$ cat src/rtl/assert_macros.svh
// Assertion helpers for the RTL
`ifndef ASSERT_MACROS_SVH
`define ASSERT_MACROS_SVH

// Check a condition on every clock edge outside reset
`define ASSERT_IMPL(label, clk, rst_n, cond) \
    label: assert property (@(posedge clk) disable iff (!rst_n) (cond)) \
        else $error("assertion failed");

// Check a condition held in the cycle after a trigger
`define ASSERT_NEXT(label, clk, rst_n, trig, cond) \
    label: assert property (@(posedge clk) disable iff (!rst_n) (trig) |=> (cond)) \
        else $error("assertion failed");

`endif

$ cat src/rtl/knn_pkg.sv
`default_nettype none
package knn_pkg;
    localparam int TEMPLATE_COUNT = 32;
    localparam int GATE_COUNT     = 16;
    localparam int CLASS_COUNT    = 8;
    localparam int NEIGHBOR_COUNT = 5;

    localparam int TIDX_W  = $clog2(TEMPLATE_COUNT);
    localparam int GIDX_W  = $clog2(GATE_COUNT);
    localparam int CLASS_W = 3;
    localparam int SAMPLE_W = 16;
    localparam int SUM_W   = 35;
    localparam int VOTE_W  = 3;
    localparam int PICKS   = (NEIGHBOR_COUNT > TEMPLATE_COUNT) ? TEMPLATE_COUNT
                                                              : NEIGHBOR_COUNT;

    localparam logic [SAMPLE_W-1:0] SAMPLE_ONE = 16'h8000;
    localparam logic [SUM_W-1:0]    SUM_MAX    = {SUM_W{1'b1}};

    localparam logic REQ_LOAD  = 1'b0;
    localparam logic REQ_QUERY = 1'b1;

    typedef struct packed {
        logic [TIDX_W-1:0] idx;
        logic [SUM_W-1:0]  sum;
        logic [CLASS_W-1:0] label;
    } t_token;

    typedef struct packed {
        logic              req_type;
        logic [4:0]        template_index;
        logic [3:0]        gate_index;
        logic [SAMPLE_W-1:0] sample_value;
        logic [CLASS_W-1:0] class_label;
        logic              last_gate;
    } t_in_req;

    typedef struct packed {
        logic [CLASS_W-1:0] winner_class;
        logic [VOTE_W-1:0]  vote_count;
    } t_out_req;

    // Strict ordering: smaller sum, then lower index
    function automatic logic tok_less(t_token a, t_token b);
        return (a.sum < b.sum) || ((a.sum == b.sum) && (a.idx < b.idx));
    endfunction
endpackage
`default_nettype wire

$ cat src/rtl/knn_cell.sv
`default_nettype none
// One slot of the sorted neighbor chain: keep the better token, pass the other on
module knn_cell (
    input  wire logic            i_clk,
    input  wire logic            i_clear,
    input  wire logic            i_shift,
    input  wire logic            i_valid,
    input  wire knn_pkg::t_token i_tok,
    output logic                 o_valid,
    output knn_pkg::t_token      o_tok,
    output logic                 o_held_valid,
    output knn_pkg::t_token      o_held
);
    import knn_pkg::*;

    logic   r_held_valid;
    t_token r_held;
    logic   r_out_valid;
    t_token r_out;
    logic   keep_new;

    assign keep_new = i_valid && (!r_held_valid || tok_less(i_tok, r_held));

    // Insert the incoming token if it beats the held one; forward the loser
    always_ff @(posedge i_clk) begin
        if (i_clear) begin
            r_held_valid <= 1'b0;
            r_out_valid  <= 1'b0;
        end else if (i_shift) begin
            if (keep_new) begin
                r_held_valid <= 1'b1;
                r_held       <= i_tok;
                r_out_valid  <= r_held_valid;
                r_out        <= r_held;
            end else begin
                r_out_valid <= i_valid;
                r_out       <= i_tok;
            end
        end
    end

    assign o_valid      = r_out_valid;
    assign o_tok        = r_out;
    assign o_held_valid = r_held_valid;
    assign o_held       = r_held;
endmodule
`default_nettype wire

$ cat config.mk
export PLATFORM = sky130hd
export DESIGN_NAME = knn_cell
export DESIGN_NICKNAME = d
export VERILOG_FILES = /design/src/rtl/assert_macros.svh /design/src/rtl/knn_pkg.sv /design/src/rtl/knn_cell.sv
export SDC_FILE = /design/constraint.sdc
export NUM_CORES = 1
export LEC_CHECK = 0
export BUFFER_PORTS_ARGS = -buffer_cell sky130_fd_sc_hd__buf_4
export CAP_MARGIN = 20
export CELL_PAD_IN_SITES_DETAIL_PLACEMENT = 1
export CELL_PAD_IN_SITES_GLOBAL_PLACEMENT = 2
export CORE_MARGIN = 2
export CORE_UTILIZATION = 37
export DETAILED_ROUTE_END_ITERATION = 7
export PLACE_DENSITY_LB_ADDON = 0.05
export SLEW_MARGIN = 20
export SYNTH_ARGS = -nofsm -noshare
export SYNTH_HDL_FRONTEND = slang
export SYNTH_SLANG_ARGS = --single-unit
$ cat constraint.sdc
create_clock -name i_clk -period 5.5 [get_ports i_clk]
set_input_delay 0.55 -clock i_clk [delete_from_list [all_inputs] [get_ports i_clk]]
set_output_delay 0.55 -clock i_clk [all_outputs]
set_load 0.02 [all_outputs]
## Word level (Yosys, flattened, before mapping)

Index checks and enable logic that the tools add are counted.

- Register bits after elaboration: 88
- Input bits: 47
- Output and inout bits: 88
- Logic and storage cells: 22

- Magnitude comparators: 2
- Equal/unequal tests: 1
- Multiplexer cells: 2
- Bitwise logic cells: 1
- Reductions and logical operators: 8

Operator list:

| cell | number |
|---|---|
| 2-to-1 mux 43 bit | 1 |
| equality test 35 bit | 1 |
| less-than comparator 35 bit | 1 |
| less-than comparator 5 bit | 1 |
| AND reduction 2 bit | 2 |
| AND reduction 3 bit | 1 |
| logical AND 1 bit | 2 |
| logical OR 1 bit | 2 |
| zero test 1 bit | 1 |
| 2-to-1 mux 1 bit | 1 |
| NOT 1 bit | 1 |

## Depth between registers and ports, before layout

Gate-level depths: netlist of the first run.

- Depth after elaboration: 6
- Gate-level depth with buffers: 9
- Mapped depth without buffers: 8

## Worst setup path before layout of the first run

No wires, ideal clock.

- Path type: in2reg
- Start: input port i_clear
- End: register r_held, in the netlist o_held[0], enable pin
- Library setup time: 380 ps
- Arrival: 3415 ps
- Data required time: 5120 ps
- Setup slack: 1704 ps
- Cell stages on the path: 2
- Buffers on the path: 0
- Cells stage by stage: nor2b_1 > and2b_2

- Cells in the longest elaborated chain, start to end: 2

RTL lines:

| item | RTL line | source |
|---|---|---|
| start, declared | knn_cell.sv:5 | `input wire logic i_clear,` |
| NOT 1 bit (no line) | -- |  |
| AND reduction 3 bit (no line) | -- |  |
| end signal, assigned | knn_cell.sv:32 | `r_held <= i_tok;` |
| end, declared | knn_cell.sv:17 | `t_token r_held;` |

Every way passes these cells.
A chain may end at the register's enable or synchronous reset.

## Final worst setup path of the first run

- Start: register r_held, in the netlist o_held[36]
- End: register r_out, in the netlist o_tok[6] (data pin)

- Cells in the longest elaborated chain, start to end: 6
- Elaborated cells on any way between the ends: 7
- Classes of those cells: order compare: 1; eq/ne: 1; mux: 1; reduce/logical: 4

RTL lines:

| item | RTL line | source |
|---|---|---|
| branches (longest 2 deep; another with less-than comparator 35 bit) | -- |  |
| logical OR 1 bit * | knn_pkg.sv:45 | `return (a.sum < b.sum) \|\| ((a.sum == b.sum) && (a.idx < b.idx));` |
| logical OR 1 bit * | knn_cell.sv:22 | `assign keep_new = i_valid && (!r_held_valid \|\| tok_less(i_tok, r_held));` |
| logical AND 1 bit * | knn_cell.sv:22 |  |
| 2-to-1 mux 43 bit * | knn_cell.sv:30 | `if (keep_new) begin` |
| end signal, assigned | knn_cell.sv:34 | `r_out <= r_held;` |
| end signal, assigned | knn_cell.sv:37 | `r_out <= i_tok;` |
| end, declared | knn_cell.sv:19 | `t_token r_out;` |

Every way passes the cells marked *.

==> results of run 1 <==
## final cells by class
cell class	instances	area share, %
clock buffers	11	4.11
clock inverters	5	0.839
inverters	41	2.72
flip-flops and latches	88	46.3
multi-input cells	150	24.9
well taps	143	3.16
repair buffers	136	18.0
## path summary, 6_finish.rpt
path / end / slack [ns] / cells past startpoint / from
max: o_tok[6]$_DFFE_PP_ / 2.20 / 9 / o_held[36]$_DFFE_PP_
max reg2reg: o_tok[6]$_DFFE_PP_ / 2.20 / 9 / o_held[36]$_DFFE_PP_
min: o_valid$_SDFFE_PP0P_ / 0.40 / 2 / i_clear
min reg2reg: o_valid$_SDFFE_PP0P_ / 0.47 / 2 / o_valid$_SDFFE_PP0P_
## cell usage in the layout, fill, tap and decap left out, types with 4 or more instances in the layout
cell / count
o21ai_0: 5
ha_1: 39
a21oi_1: 16
nand3_1: 4
mux2_4: 5
nand2_1: 8
nor2_1: 6
edfxtp_1: 86
mux2_2: 38
buf_4: 136
nand4_1: 7
clkbuf_16: 9
inv_1: 41
## state kept, by name (all words and copies together), names as in the netlist
register and count:
o_held_valid 1, o_valid 1, o_held 43, o_tok 43
## worst max-delay path, stage by stage (launching register included)
cell      delay, ns
edfxtp_1       0.39
inv_1          0.06
ha_1           0.32
nand4_1        0.20
or4_1          0.68
a21oi_1        0.18
a221oi_1       0.10
a22oi_4        0.14
buf_4          0.57
mux2_2         0.41
## synthesized netlist by cell type (2+ instances only)
cell / count
inv_1: 41
or4_1: 2
mux2_2: 38
edfxtp_1: 86
buf_6: 4
o21ai_0: 5
ha_1: 39
nand3_1: 4
nor2_1: 6
dfxtp_1: 2
nand4_1: 7
a211oi_1: 2
mux2_4: 5
nand2_1: 8
a21oi_1: 16
nor3_1: 2
a221oi_1: 2
## power groups by stage
stage | Sequential, mW | Combinational (mW) | Clock [mW]
floorplan | 0.844 | 0.113 | 0
global placement | 0.808 | 0.253 | 0
detailed placement | 0.809 | 0.258 | 0
CTS | 0.795 | 0.259 | 0.612
global route | 0.798 | 0.279 | 0.634
finish | 0.794 | 0.253 | 0.594
## kinds of logic (layout without fill, tap and decap cells)
logic type | count (synthesis) | in the layout | synth area share (%)
multiplexers | 43 | 43 | 11.9
adder cells (fa/ha/maj) | 39 | 39 | 11.6
flip-flops | 88 | 88 | 62.1
AND/OR/NAND/NOR | 35 | 35 | 4.42
buffers and inverters | 45 | 193 | 4.71
AO/OA/AOI/OAI | 33 | 33 | 5.30
## routing by layer
metal | wire (um) | global-route usage, % | part of all wire, % | vias up
met4 | 203 | 7.17 | 2.1 | 0
met5 | 0 | 0 | 0 | -
met2 | 4920 | 28.3 | 50 | 81
met1 | 4270 | 21.3 | 43 | 1376
li1 | - | - | - | 1347
met3 | 488 | 3.72 | 4.9 | 13
==> flow_summary.toml, run 1 <==
[place]
gp_congestion = 0.717
port_buffers = 134
pre_cts_slack_ns = 1.77
place_area_um2 = 5390
place_hpwl_um = 7160
placed_cells = 558

[outcome]
status = "complete, no violations"

[sta]
post-route-min-period_ns = 3.30
tightestPinTransition_ns = 0.711
fmax_mhz = 303
worst_hold_slack_ns = 0.402
maxSlewViolCount = 0
setup_ws_ns = 2.20
setup_viol = 0
clock_skew_ns = 0.00539
rsz0062_at_grt = "false"
finalCritPeriodShare_pct = 59.9
slew_headroom_pct = 52.6
timing.setup.tns_ns = 0
hold_viol_final = 0

[power]
finalPower_mw = 1.64
powerDensity_nw_per_um2 = 290
p_int_mw = 1.25
seq_power_share_pct = 48.4
power.switching_mw = 0.393
ir_worst_vdd_mv = 0.158
p_sw_share_pct = 23.9
leakagePower_nw = 2.44
clkPwrFrac_pct = 36.2
pwr-share-comb_pct = 15.4

[synth]
synth_edf_count = 86
ys_warn_count = 0
synth-async-reset-ratio_pct = 0
syn_avg_cell_area_um2 = 14.9
syn_inst = 283
yosys.area.top_type = "edfxtp_1"
ys_ff_latch = 88
ys_types = 31
synth_top_flop_cell = "edfxtp_1"
syn_nets = 369
ys_top_cells_by_area = "edfxtp_1 61%, ha_1 12%, mux2_2 10%"
syn_area_um2 = 4220
yosysTopAreaCellShare_pct = 61.2
seq_area_frac_synth_pct = 62.1

[global_routing]
grtUsageTotal_pct = 16.9
grt_pass1_vias = 3012
grt_max_degree = 44
grt_pass1_wl_um = 16200
antenna_found_initial = 0
overflow = 0

[clock_tree]
insertion_delay_ns = 0.34
cts_resized = 0
clockBufferDepth = 2
clk_pin_slew_worst_paths_ns = 0.06
postCtsHoldBufs = 0
cts-root-buf = "clkbuf_16"
post_cts.repair.setup_buffers = 0
clock-sinks = 88
cts.htree.levels = 3
cts_buffers = 9
cts_tree = "built"

[critical_path]
cp.arrival_ns = 3.38
critical_path_peak_fanout = 43
crit_path_start_kind = "flip-flop"
path_class = "flip-flop to flip-flop"
worstPathRequired_ns = 5.58
cp-end-kind = "flip-flop"

[final_layout]
nFillCells = 1160
finish.utilization_pct = 50.3
fin_cells = 574
design_area_um2 = 5670
drive_gt1_share_pct = 45.5
multi_input_area_um2 = 1410
fin_nets = 512
diodes = 0
regArea_um2 = 2620
area_delta_synth_final_pct = 34.2

[route]
drt-pass1-iter-count = 4
drtIter0Drc = 56
vias = 2817
ant_nets = 0
wl_um = 9880
viasPerCell = 4.91
wl_per_cell_um = 17.2
drc_errors = 0

[floorplanning]
start_util_pct = 37.5
num_rows = 39
dieHeight_um = 111
core_area_um2 = 11300
fp.dieW_um = 111
dieArea_um2 = 12300
ios = 135

[flow_run]
max_cap_violations = 0

[worst_hold_path]
holdCritPathClass = "primary input to flip-flop"
Note: power is estimated with default switching activity, not from simulation.
==> run 2, diff against run 1 <==
- CORE_UTILIZATION: 37 -> 34
- clock period: 5.5 -> 3.4 ns (I/O delays scaled with it)
==> run 2 against run 1 <==
- sequential share of layout area shrank 0.83 points
- clock skew grew 0.00075 ns
- clock power grew 75%
- worst setup slack lost 2.0 ns
- highest routed layer unchanged
- final cell count grew 5.2%
- flip-flop and latch count is the same
- non-clock buffer count grew 5
- final area grew 1.8%
- combinational power grew 65%
- register-to-register slack lost 2.0 ns
- routed wire length grew 4.0%
==> flow_summary.toml, run 2 (synthesis results as in run 1) <==
[outcome]
status = "complete, no violations"

[sta]
slew_headroom_pct = 55.2
setup_ws_ns = 0.232
setup_viol = 0
finalCritPeriodShare_pct = 93.2
clock_skew_ns = 0.00613
post-route-min-period_ns = 3.17
rsz0062_at_grt = "false"
hold_viol_final = 0
fmax_mhz = 316
maxSlewViolCount = 0
tightestPinTransition_ns = 0.671
timing.setup.tns_ns = 0

[clock_tree]
postCtsHoldBufs = 0
cts_tree = "built"
cts.htree.levels = 3
post_cts.repair.setup_buffers = 0
clk_pin_slew_worst_paths_ns = 0.06
cts_resized = 0
clockBufferDepth = 2
insertion_delay_ns = 0.34
clock-sinks = 88
cts-root-buf = "clkbuf_16"
cts_buffers = 9

[critical_path]
crit_path_start_kind = "flip-flop"
critical_path_peak_fanout = 23
path_class = "flip-flop to flip-flop"
cp.arrival_ns = 3.26
crit_slowest_cell = "or4_1"
cp_top_family = "simple AND/OR/NAND/NOR gates"
crit_chain = "inv_1, ha_1, nand4_1, or4_1, nor2_1, a221oi_1, a22oi_4, buf_4, mux2_2"
cp-end-kind = "flip-flop"
worst-path-buf-inv = 2
worstPathRequired_ns = 3.49
slowest_delay_ns = 0.69

[floorplanning]
start_util_pct = 35.0
num_rows = 40
core_area_um2 = 12100
dieArea_um2 = 13300
fp.dieW_um = 115
ios = 135
dieHeight_um = 115

[route]
drt-pass1-iter-count = 4
met3WireLength_um = 553
drt-met1-wl_um = 4520
wl_um = 10300
drtIter0Drc = 124
met2_length_um = 5020
drc_errors = 0
vias = 2836
ant_nets = 0
highest_layer = "met4"
wl_per_cell_um = 17.0
viasPerCell = 4.70

[power]
powerDensity_nw_per_um2 = 475
ir_worst_vdd_mv = 0.213
leakagePower_nw = 2.48

[global_routing]
grt_max_degree = 26
grtUsageTotal_pct = 16.0
antenna_found_initial = 0
grt_pass1_vias = 3015
overflow = 0
grt_pass1_wl_um = 16100

[place]
pre_cts_slack_ns = 0.147
place_hpwl_um = 7800
port_buffers = 134
gp_congestion = 0.710

[flow_run]
max_cap_violations = 0

[final_layout]
final_common_cell = "buf_4"
diodes = 0
fin_nets = 517
area_delta_synth_final_pct = 36.7
final_cell_mix = "140 x buf_4, 86 x edfxtp_1, 41 x inv_1"
drive_gt1_share_pct = 45.9

[worst_hold_path]
holdCritPathClass = "primary input to flip-flop"
## run 2: layout make-up
class                   count  area [um^2]
well taps                 168          210
fillers                  1244         6290
multi-input cells         150         1410
inverters                  41          154
clock buffers              11          233
repair buffers            141         1070
flip-flops and latches     88         2620
clock inverters             5         71.3
## run 2: per-stage QoR
stage,power (mW),util [%],cell area [um^2],hold WS [ns],cells
4_1_cts,2.78,47.8,5770,0.165,604
2_1_floorplan,1.55,-,4230,0.409,283
5_1_grt,2.86,47.8,5770,0.169,604
3_3_place_gp,1.73,45.3,5470,0.458,588
3_5_place_dp,1.73,45.3,5470,0.464,588
6_report,2.74,47.8,5770,0.182,604
## run 2: power by group
group	switching, mW	total [mW]	internal (mW)
combinational	0.215	0.418	0.203
clock	0.400	1.04	0.637
sequential	0.0249	1.28	1.26
total	0.639	2.74	2.10
## run 2: path summary, 6_finish.rpt
kind | from | end | slack (ns) | cells past startpoint
max | o_held[36]$_DFFE_PP_ | o_tok[16]$_DFFE_PP_ | 0.23 | 9
min | i_tok[2] | o_held[2]$_DFFE_PP_ | 0.18 | 1
max reg2reg | o_held[36]$_DFFE_PP_ | o_tok[16]$_DFFE_PP_ | 0.23 | 9
min reg2reg | o_valid$_SDFFE_PP0P_ | o_valid$_SDFFE_PP0P_ | 0.47 | 2
## run 2: worst reg2reg max path, cell delays in order (launching register included)
cell      delay [ns]
edfxtp_1        0.39
inv_1           0.06
ha_1            0.31
nand4_1         0.20
or4_1           0.69
nor2_1          0.16
a221oi_1        0.16
a22oi_4         0.20
buf_4           0.36
mux2_2          0.40
## run 2: routing by layer
layer | track usage [%] | up-vias
met5 | 0 | -
met4 | 6.75 | 0
met3 | 3.71 | 13
met2 | 26.1 | 79
met1 | 20.4 | 1388
li1 | - | 1356
